**config.mk**
```make
export PLATFORM = sky130hd
export DESIGN_NAME = path_command_to_edge_events
export DESIGN_NICKNAME = d
export VERILOG_FILES = /design/src/pce_pkg.sv /design/src/pce_front.sv /design/src/pce_queue.sv /design/src/pce_back.sv /design/src/path_command_to_edge_events.sv
export SDC_FILE = /design/constraint.sdc
export NUM_CORES = 1
export LEC_CHECK = 0
export BUFFER_PORTS_ARGS = -buffer_cell sky130_fd_sc_hd__clkbuf_2
export CAP_MARGIN = 20
export CELL_PAD_IN_SITES_DETAIL_PLACEMENT = 1
export CELL_PAD_IN_SITES_GLOBAL_PLACEMENT = 2
export CORE_MARGIN = 1
export CORE_UTILIZATION = 45
export CTS_CLUSTER_DIAMETER = 60
export CTS_CLUSTER_SIZE = 10
export DETAILED_ROUTE_END_ITERATION = 10
export PLACE_DENSITY = 0.89
export SLEW_MARGIN = 25
export SYNTH_ARGS = -nofsm -noshare
export SYNTH_HDL_FRONTEND = slang
export SYNTH_HIERARCHICAL = 1
export SYNTH_SLANG_ARGS = --single-unit
```
**constraint.sdc**
```tcl
create_clock -name clk -period 26.2 [get_ports clk]
set_input_delay 1.31 -clock clk [delete_from_list [all_inputs] [get_ports clk]]
set_output_delay 1.31 -clock clk [all_outputs]
set_load 0.01 [all_outputs]
```
**src/pce_pkg.sv**
```systemverilog
`default_nettype none
package pce_pkg;

  // default coordinate storage width
  localparam int COORD_WIDTH_DEF = 32;

  // width of the point fields on the ports
  localparam int FIELD_W = 32;

  // depth of the work queue between front and back
  localparam int QDEPTH = 4;

  // command codes
  localparam logic [2:0] OP_MOVE  = 3'd0;
  localparam logic [2:0] OP_LINE  = 3'd1;
  localparam logic [2:0] OP_CURVE = 3'd2;
  localparam logic [2:0] OP_CLOSE = 3'd3;
  localparam logic [2:0] OP_END   = 3'd4;

  // event codes
  localparam logic [2:0] EV_EDGE   = 3'd0;
  localparam logic [2:0] EV_SPLINE = 3'd1;
  localparam logic [2:0] EV_CAP    = 3'd2;
  localparam logic [2:0] EV_JOIN   = 3'd3;
  localparam logic [2:0] EV_PATH   = 3'd4;

  // one path command
  typedef struct packed {
    logic [2:0]                 operation;
    logic signed [FIELD_W-1:0]  pt_a_x;
    logic signed [FIELD_W-1:0]  pt_a_y;
    logic signed [FIELD_W-1:0]  pt_b_x;
    logic signed [FIELD_W-1:0]  pt_b_y;
    logic signed [FIELD_W-1:0]  pt_c_x;
    logic signed [FIELD_W-1:0]  pt_c_y;
  } cmd_t;

  // one output event
  typedef struct packed {
    logic [2:0]                 event_kind;
    logic signed [FIELD_W-1:0]  from_x;
    logic signed [FIELD_W-1:0]  from_y;
    logic signed [FIELD_W-1:0]  ctrl1_x;
    logic signed [FIELD_W-1:0]  ctrl1_y;
    logic signed [FIELD_W-1:0]  ctrl2_x;
    logic signed [FIELD_W-1:0]  ctrl2_y;
    logic signed [FIELD_W-1:0]  to_x;
    logic signed [FIELD_W-1:0]  to_y;
    logic                       last_of_run;
  } evt_t;

  // classified work handed from front to back
  typedef struct packed {
    evt_t       first;
    logic       two;
    logic [2:0] kind2;
  } work_t;

endpackage
`default_nettype wire

```
**src/pce_front.sv**
```systemverilog
`default_nettype none
module pce_front #(
  parameter int COORD_WIDTH = pce_pkg::COORD_WIDTH_DEF
) (
  input  wire logic           clk,
  input  wire logic           rst,
  input  wire logic           cmd_valid,
  output logic                cmd_stall,
  input  wire pce_pkg::cmd_t  cmd,
  output logic                push,
  output pce_pkg::work_t      work,
  input  wire logic           full
);

  // stored coordinate width
  localparam int CW = (COORD_WIDTH > pce_pkg::FIELD_W) ? pce_pkg::FIELD_W : COORD_WIDTH;

  logic [CW-1:0] cur_x, cur_y, start_x, start_y;
  logic [CW-1:0] cur_x_next, cur_y_next, start_x_next, start_y_next;
  logic          have_current, have_edge;
  logic          have_current_next, have_edge_next;
  logic          accept;
  logic          has_work;
  logic [CW-1:0] ax, ay, cx, cy;

  assign cmd_stall = full;
  assign accept    = cmd_valid && !full;
  assign push      = accept && has_work;

  // inputs reduced to the stored width
  assign ax = cmd.pt_a_x[CW-1:0];
  assign ay = cmd.pt_a_y[CW-1:0];
  assign cx = cmd.pt_c_x[CW-1:0];
  assign cy = cmd.pt_c_y[CW-1:0];

  // classify the command against the path state
  always_comb begin
    work              = '0;
    has_work          = 1'b0;
    cur_x_next        = cur_x;
    cur_y_next        = cur_y;
    start_x_next      = start_x;
    start_y_next      = start_y;
    have_current_next = have_current;
    have_edge_next    = have_edge;
    case (cmd.operation)
      pce_pkg::OP_MOVE: begin
        if (have_edge) begin
          has_work                     = 1'b1;
          work.first.event_kind        = pce_pkg::EV_CAP;
          work.first.last_of_run       = 1'b1;
        end
        start_x_next      = ax;
        start_y_next      = ay;
        cur_x_next        = ax;
        cur_y_next        = ay;
        have_current_next = 1'b1;
        have_edge_next    = 1'b0;
      end
      pce_pkg::OP_LINE: begin
        if (have_current) begin
          has_work               = 1'b1;
          work.first.event_kind  = pce_pkg::EV_EDGE;
          work.first.from_x      = 32'(cur_x);
          work.first.from_y      = 32'(cur_y);
          work.first.to_x        = 32'(ax);
          work.first.to_y        = 32'(ay);
          work.first.last_of_run = 1'b1;
          cur_x_next             = ax;
          cur_y_next             = ay;
          have_edge_next         = 1'b1;
        end else begin
          start_x_next      = ax;
          start_y_next      = ay;
          cur_x_next        = ax;
          cur_y_next        = ay;
          have_current_next = 1'b1;
          have_edge_next    = 1'b0;
        end
      end
      pce_pkg::OP_CURVE: begin
        if (have_current) begin
          has_work               = 1'b1;
          work.first.event_kind  = pce_pkg::EV_SPLINE;
          work.first.from_x      = 32'(cur_x);
          work.first.from_y      = 32'(cur_y);
          work.first.ctrl1_x     = 32'(ax);
          work.first.ctrl1_y     = 32'(ay);
          work.first.ctrl2_x     = 32'(cmd.pt_b_x[CW-1:0]);
          work.first.ctrl2_y     = 32'(cmd.pt_b_y[CW-1:0]);
          work.first.to_x        = 32'(cx);
          work.first.to_y        = 32'(cy);
          work.first.last_of_run = 1'b1;
          cur_x_next             = cx;
          cur_y_next             = cy;
          have_edge_next         = 1'b1;
        end else begin
          start_x_next      = cx;
          start_y_next      = cy;
          cur_x_next        = cx;
          cur_y_next        = cy;
          have_current_next = 1'b1;
          have_edge_next    = 1'b0;
        end
      end
      pce_pkg::OP_CLOSE: begin
        if (have_edge) begin
          has_work              = 1'b1;
          work.first.event_kind = pce_pkg::EV_EDGE;
          work.first.from_x     = 32'(cur_x);
          work.first.from_y     = 32'(cur_y);
          work.first.to_x       = 32'(start_x);
          work.first.to_y       = 32'(start_y);
          work.two              = 1'b1;
          work.kind2            = pce_pkg::EV_JOIN;
        end
        cur_x_next        = '0;
        cur_y_next        = '0;
        start_x_next      = '0;
        start_y_next      = '0;
        have_current_next = 1'b0;
        have_edge_next    = 1'b0;
      end
      pce_pkg::OP_END: begin
        has_work = 1'b1;
        if (have_edge) begin
          work.first.event_kind = pce_pkg::EV_CAP;
          work.two              = 1'b1;
          work.kind2            = pce_pkg::EV_PATH;
        end else begin
          work.first.event_kind  = pce_pkg::EV_PATH;
          work.first.last_of_run = 1'b1;
        end
        cur_x_next        = '0;
        cur_y_next        = '0;
        start_x_next      = '0;
        start_y_next      = '0;
        have_current_next = 1'b0;
        have_edge_next    = 1'b0;
      end
      default: begin
        has_work = 1'b0;
      end
    endcase
  end

  // path state
  always_ff @(posedge clk) begin
    if (rst) begin
      cur_x        <= '0;
      cur_y        <= '0;
      start_x      <= '0;
      start_y      <= '0;
      have_current <= 1'b0;
      have_edge    <= 1'b0;
    end else if (accept) begin
      cur_x        <= cur_x_next;
      cur_y        <= cur_y_next;
      start_x      <= start_x_next;
      start_y      <= start_y_next;
      have_current <= have_current_next;
      have_edge    <= have_edge_next;
    end
  end

endmodule
`default_nettype wire

```
**src/pce_queue.sv**
```systemverilog
`default_nettype none
module pce_queue (
  input  wire logic            clk,
  input  wire logic            rst,
  input  wire logic            push,
  input  wire pce_pkg::work_t  wr_data,
  output logic                 full,
  input  wire logic            pop,
  output pce_pkg::work_t       rd_data,
  output logic                 empty
);

  localparam int PTR_W = (pce_pkg::QDEPTH > 1) ? $clog2(pce_pkg::QDEPTH) : 1;
  localparam int CNT_W = $clog2(pce_pkg::QDEPTH + 1);

  pce_pkg::work_t   entries [pce_pkg::QDEPTH];
  logic [PTR_W-1:0] wr_ptr, rd_ptr;
  logic [CNT_W-1:0] count;

  assign full    = (count == CNT_W'(pce_pkg::QDEPTH));
  assign empty   = (count == '0);
  assign rd_data = entries[rd_ptr];

  // entry storage
  always_ff @(posedge clk) begin
    if (push) begin
      entries[wr_ptr] <= wr_data;
    end
  end

  // pointers and fill count
  always_ff @(posedge clk) begin
    if (rst) begin
      wr_ptr <= '0;
      rd_ptr <= '0;
      count  <= '0;
    end else begin
      if (push) begin
        wr_ptr <= (wr_ptr == PTR_W'(pce_pkg::QDEPTH - 1)) ? '0 : wr_ptr + 1'b1;
      end
      if (pop) begin
        rd_ptr <= (rd_ptr == PTR_W'(pce_pkg::QDEPTH - 1)) ? '0 : rd_ptr + 1'b1;
      end
      if (push && !pop) begin
        count <= count + 1'b1;
      end else if (pop && !push) begin
        count <= count - 1'b1;
      end
    end
  end

endmodule
`default_nettype wire

```
**src/pce_back.sv**
```systemverilog
`default_nettype none
module pce_back (
  input  wire logic            clk,
  input  wire logic            rst,
  input  wire pce_pkg::work_t  work,
  input  wire logic            empty,
  output logic                 pop,
  output logic                 evt_valid,
  input  wire logic            evt_stall,
  output pce_pkg::evt_t        evt
);

  logic          load_ok;
  logic          pending;
  logic [2:0]    kind2;
  pce_pkg::evt_t second;

  // output register free or being taken this cycle
  assign load_ok = !evt_valid || !evt_stall;
  assign pop     = load_ok && !pending && !empty;

  // owed second event carries only its kind and closes the run
  always_comb begin
    second             = '0;
    second.event_kind  = kind2;
    second.last_of_run = 1'b1;
  end

  // control: output valid and owed second event
  always_ff @(posedge clk) begin
    if (rst) begin
      evt_valid <= 1'b0;
      pending   <= 1'b0;
      kind2     <= pce_pkg::EV_JOIN;
    end else if (load_ok) begin
      if (pending) begin
        evt_valid <= 1'b1;
        pending   <= 1'b0;
      end else if (!empty) begin
        evt_valid <= 1'b1;
        pending   <= work.two;
        kind2     <= work.kind2;
      end else begin
        evt_valid <= 1'b0;
      end
    end
  end

  // output payload
  always_ff @(posedge clk) begin
    if (load_ok) begin
      if (pending) begin
        evt <= second;
      end else if (!empty) begin
        evt <= work.first;
      end
    end
  end

endmodule
`default_nettype wire

```
**src/path_command_to_edge_events.sv**
```systemverilog
// an accepted command's work is written into the queue, then loaded into the output register
// throughput: one command per cycle while the queue has room and each gives at most one event;
//   close with an edge and end with an edge give two events from one queue entry
// a four-entry work queue absorbs bursts between the classifier and the output stage
// reset (synchronous, active high) empties the queue, drops the output and clears the path state
`default_nettype none
module path_command_to_edge_events #(
  parameter int COORD_WIDTH = pce_pkg::COORD_WIDTH_DEF
) (
  input  wire logic           clk,
  input  wire logic           rst,
  input  wire logic           cmd_valid,
  output logic                cmd_stall,
  input  wire pce_pkg::cmd_t  cmd,
  output logic                evt_valid,
  input  wire logic           evt_stall,
  output pce_pkg::evt_t       evt
);

  logic            push, pop, full, empty;
  pce_pkg::work_t  wr_work, rd_work;

  // classify commands and track the path state
  pce_front #(
    .COORD_WIDTH (COORD_WIDTH)
  ) u_front (
    .clk       (clk),
    .rst       (rst),
    .cmd_valid (cmd_valid),
    .cmd_stall (cmd_stall),
    .cmd       (cmd),
    .push      (push),
    .work      (wr_work),
    .full      (full)
  );

  // decoupling queue
  pce_queue u_queue (
    .clk     (clk),
    .rst     (rst),
    .push    (push),
    .wr_data (wr_work),
    .full    (full),
    .pop     (pop),
    .rd_data (rd_work),
    .empty   (empty)
  );

  // expand work into events
  pce_back u_back (
    .clk       (clk),
    .rst       (rst),
    .work      (rd_work),
    .empty     (empty),
    .pop       (pop),
    .evt_valid (evt_valid),
    .evt_stall (evt_stall),
    .evt       (evt)
  );

endmodule
`default_nettype wire

```
Yosys cells after proc, flatten, opt, wreduce, memory -nomap -nowiden --
Memories as Yosys holds them, arrays and structs flattened. A register that Yosys moved wholly into a read port is not among the register bits. Index checks and enable logic that the tools add are counted.
Word-level totals: register bits 402, latch bits 0, memory bits (writable) 1056, memory bits (read-only) 0, input bits 199, word-level logic and storage cells 115, memories kept 1
Cells by class: add/sub/neg operators 4, multiply operators 0, div/mod/pow operators 0, $lt $le $gt $ge 0, equality and inequality tests 10, shift operators 0, muxes and demuxes 43, bitwise logic cells 2, reductions and logical operators 33
Memory list:
- u_queue.entries | depth 4, bits a word 264, read ports 1, clocked after memory_dff 1, write ports 1, line pce_queue.sv:16 | pce_pkg::work_t entries [pce_pkg::QDEPTH];
Operators with widths (count):
- 260-bit two-way mux | 2
- 64-bit case mux with 3 select lines | 2
- 258-bit two-way mux | 1
- 32-bit case mux with 4 select lines | 2
- 64-bit two-way mux | 3
- 32-bit case mux with 3 select lines | 2
- 128-bit two-way mux | 1
- 32-bit two-way mux | 4
- 65-bit two-way mux | 1
- 3-bit case mux with 5 select lines | 1
- 2-bit two-way mux | 5
- 1-bit two-way mux | 9
- 3-bit two-way mux | 3
- 4-bit two-way mux | 2
- 4-bit case mux with 2 select lines | 1
- 2-bit AND reduction | 4
- 2-bit OR reduction | 4
- 1-bit zero test | 7
- 3-bit by 2-bit == test with 1-bit output (second input constant) | 2
- 3-bit == test (second input constant) | 2
- 1-bit logical AND | 6
- 3-bit zero test | 2
- 2-bit != test (second input constant) | 3
- 2-bit nonzero test | 3
- 15 further kinds | 20

Depth between registers and ports, before layout --
depth after elaboration 8, depth in mapped cells 12, depth with buffers taken out 10

By module --
Netlist, hierarchy kept.
Modules (own cells, without submodules):
- pce_queue | times used 1, cells each 1423, area an instance 38829.7 um2
- pce_back | times used 1, cells each 572, area an instance 9788.1 um2
- pce_front | times used 1, cells each 1162, area an instance 9600.5 um2

Worst setup path after synthesis --
OpenSTA, ideal clock, no wires.
path type input to register, from input port evt_stall, to register, netlist name u_back/evt[0], data arrival time 13.787 ns, required time 25.231 ns, path slack 11.445 ns, cell stages on the path 1, buffers on the path 0, cells stage by stage a21oi_1
On the way: word-level cells in the longest chain between the ends 3
Ends and longest elaborated chain:
- start, declared | line path_command_to_edge_events.sv:16 | input wire logic evt_stall,
- 1-bit zero test | line pce_back.sv:19 | assign load_ok = !evt_valid || !evt_stall;
- 1-bit logical OR | line pce_back.sv:19
- 2-bit AND reduction (no line)
No other way between the ends. A chain may end at the register's enable or synchronous reset.

Worst setup path in the final report --
from input port cmd[193] (netlist name), to memory u_queue/entries[0][146] (netlist name), enable pin
On the way: word-level cells in the longest chain between the ends 6, elaborated cells on any way between the ends 11
Ends and longest elaborated chain:
- start, declared | line path_command_to_edge_events.sv:14 | input wire pce_pkg::cmd_t cmd,
- 3-bit by 2-bit == test with 1-bit output, or another cell as far along | line pce_front.sv:46 | case (cmd.operation)
- 2-bit OR reduction (no line)
- 1-bit case mux with 3 select lines * | line pce_front.sv:46
- 1-bit logical AND * | line pce_front.sv:28 | assign push = accept && has_work;
- named net push | line path_command_to_edge_events.sv:20 | logic push, pop, full, empty;
- 1-bit two-way mux * | line pce_queue.sv:26 | if (push) begin
- 1-bit two-way mux (implied by the code) * | line pce_queue.sv:27 | entries[wr_ptr] <= wr_data;
- end, declared | line pce_queue.sv:16
The timed path passes the listed nets; every way through them passes the cells marked *.

==> impl_metrics.json <==
{
  "via_count": 32300,
  "synthMuxAreaShare_pct": 10.4,
  "post_dp_cell_area_mm2": 0.0616,
  "reg2reg_setup_slack_ps": 21950,
  "critPathArrivalTime_ps": 5630,
  "register_area_mm2": 0.0424,
  "cts_tree": "done",
  "worst_slew_pin_slew_ps": 1100,
  "fmax_mhz": 190,
  "htree_num_levels": 4,
  "gp_congestion": 0.755,
  "setup_viol": 0,
  "start_util_pct": 45.5,
  "grt_pass1_vias": 33600,
  "min_period_ps": 5260,
  "drt-vias-per-instance": 5.93,
  "synth_nets": 3363,
  "final_common_cell": "edfxtp_1",
  "drtAntennaViolNets": 0,
  "synth.avg_cell_area_um2": 18.4,
  "netlist_instances": 3157,
  "power_mw": 6.66,
  "core_mm2": 0.128,
  "root_buffer": "clkbuf_16",
  "finalSetupTns_ps": 0,
  "clock_skew_ps": 33.4,
  "drcViolationCount": 0,
  "dp.cells": 5144,
  "ios": 461,
  "grt_start_max_net_pins": 113,
  "synth_top_family_by_area": "multiplexers",
  "fillCellCount": 11800,
  "ctsHoldBuffers": 0,
  "postCtsResizedCells": 0,
  "synth-simple-area-share_pct": 7.78,
  "peakVddDrop_uv": 60.7,
  "slew_viol_final": 0,
  "portBuffers": 460,
  "crit_type": "input pin to flop",
  "whs_ps": 488,
  "clock_sinks": 1460,
  "grt_usage_pct": 23.9,
  "worstPathMaxFanout": 71,
  "yosys.area_share.xor_xnor_pct": 0.0451,
  "wl_per_cell_um": 29.0,
  "maxSlewHeadroom_pct": 26.6,
  "place_ws_ps": 20150,
  "dieArea_mm2": 0.131,
  "fin_crit_sh_pct": 20.1,
  "cts_made_buffers": 169,
  "layout_common_cells": "edfxtp_1 (1316), clkbuf_2 (456), mux4_2 (264), nor2b_1 (257), and2_1 (193)",
  "drtIter0Drc": 3167,
  "first_pass_iters": 5,
  "fp.dieW_um": 362,
  "routed_wl_um": 158000,
  "outcome": "complete, no violations",
  "multi_input_area_mm2": 0.0142,
  "rsz0062_at_grt": "no",
  "netlist_area_mm2": 0.0582,
  "synth-edff-count": 1316,
  "end_kind": "flop",
  "drive_gt1_share_pct": 27.1,
  "min_path_type": "flop to flop",
  "yosysSeqAreaShare_pct": 72.8,
  "grt_first_pass_wirelength_um": 230000,
  "overflow": 0,
  "dieHeight_um": 362,
  "cts_setup_buffers": 0,
  "drv_cap": 0,
  "setup_ws_ps": 20940,
  "ys.flop_type": "edfxtp_1",
  "hold_violations": 0,
  "leakagePower_nw": 22.5,
  "worstPathRequired_ps": 26570,
  "clk_latency_ps": 780,
  "clkTransAtPathRegs_ps": 50,
  "final_area_mm2": 0.0666,
  "stdcell_count": 5436,
  "ys_types": 46,
  "antenna_found_initial": 21,
  "utilization_pct": 52.1,
  "synth_compound_area_share_pct": 5.83,
  "async_flop_share_pct": 0,
  "row_count": 131,
  "ys_seq_elements": 1460,
  "synthAdderAreaFrac_pct": 0.163,
  "clk_path_buf_depth": 3,
  "fin_nets": 3797,
  "area_growth_pct": 14.5,
  "yosys_warnings": 6,
  "power_density_mw_per_mm2": 100,
  "start_kind": "input pin",
  "dp_hpwl_um": 90900
}
## synth_stat cells (8+ instances only)
cell type | number | area, um2
o2bb2ai_1 | 64 | 561
nor2b_1 | 260 | 1630
nand3b_1 | 64 | 480
buf_6 | 11 | 124
edfxtp_1 | 1316 | 39500
o21ai_1 | 28 | 140
nor3b_1 | 130 | 976
mux2i_1 | 8 | 80.1
mux4_2 | 264 | 5950
buf_12 | 29 | 581
buf_2 | 100 | 500
o21ai_0 | 39 | 195
a311oi_1 | 128 | 1120
a211oi_1 | 65 | 488
and2_1 | 198 | 1240
buf_4 | 15 | 113
clkbuf_1 | 94 | 353
a22oi_1 | 65 | 488
nor2_1 | 14 | 52.6
a21oi_1 | 69 | 345
dfxtp_1 | 144 | 2880
## area by class of cell
| cell class | instances | share of cell area (%) |
|---|---|---|
| flip-flops and latches | 1460 | 63.6 |
| diodes | 3 | 0.0113 |
| repair buffers | 518 | 4.32 |
| well taps | 1729 | 3.25 |
| multi-input cells | 1437 | 21.3 |
| clock buffers | 264 | 7.09 |
| inverters | 5 | 0.0282 |
| clock inverters | 20 | 0.325 |
## power by group
group	internal [mW]	switching, mW	leakage [nW]
Combinational	0.551	0.845	5.99
Sequential	2.95	0.162	14.1
Clock	1.25	0.903	2.37
## registers in the layout, indices dropped and copies added (netlist names), named ones only
register and flops:
u_front/cur_x 32, u_back/evt_valid 1, u_queue/wr_ptr 2, u_queue/count 3
u_front/have_current 1, u_back/pending 1, u_front/cur_y 32, u_front/start_x 32
u_back/evt 260, u_back/kind2 3, u_queue/rd_ptr 2, u_queue/entries 1056
u_front/start_y 32, u_front/have_edge 1
## path summary, 6_finish.rpt
kind | depth (start not counted) | end | startpoint
hold / removal | 2 | u_back/kind2[2]$_SDFFE_PP0P_ | u_back/kind2[2]$_SDFFE_PP0P_
hold reg to reg | 2 | u_back/kind2[2]$_SDFFE_PP0P_ | u_back/kind2[2]$_SDFFE_PP0P_
setup reg to reg | 9 | u_queue/entries[0][146]$_DFFE_PP_ | u_queue/count[0]$_SDFFE_PP0P_
setup / recovery | 8 | u_queue/entries[0][146]$_DFFE_PP_ | cmd[193]
## critical path, stage by stage
cell,delay [ps]
buf_4,560
xor2_1,380
or2b_1,260
a31oi_1,340
buf_4,240
and2_4,680
buf_4,740
buf_4,890
## cell families after synthesis
family	after synthesis
AOI/OAI and AO/OA	465
DFF	1460
xor gates and xnor gates	3
muxes	275
and+or+nand+nor	687
adders and majority gates	7
buffers and inverters	260
## metal layers
layer	track usage, %	vias to the layer above	routed length, um
li1	-	13600	-
met1	32.1	16900	64100
met2	38.4	1464	76700
met3	5.36	265	12400
met4	8.33	22	4250
met5	0	-	131
No activity file was read; power rests on OpenSTA's default activity.
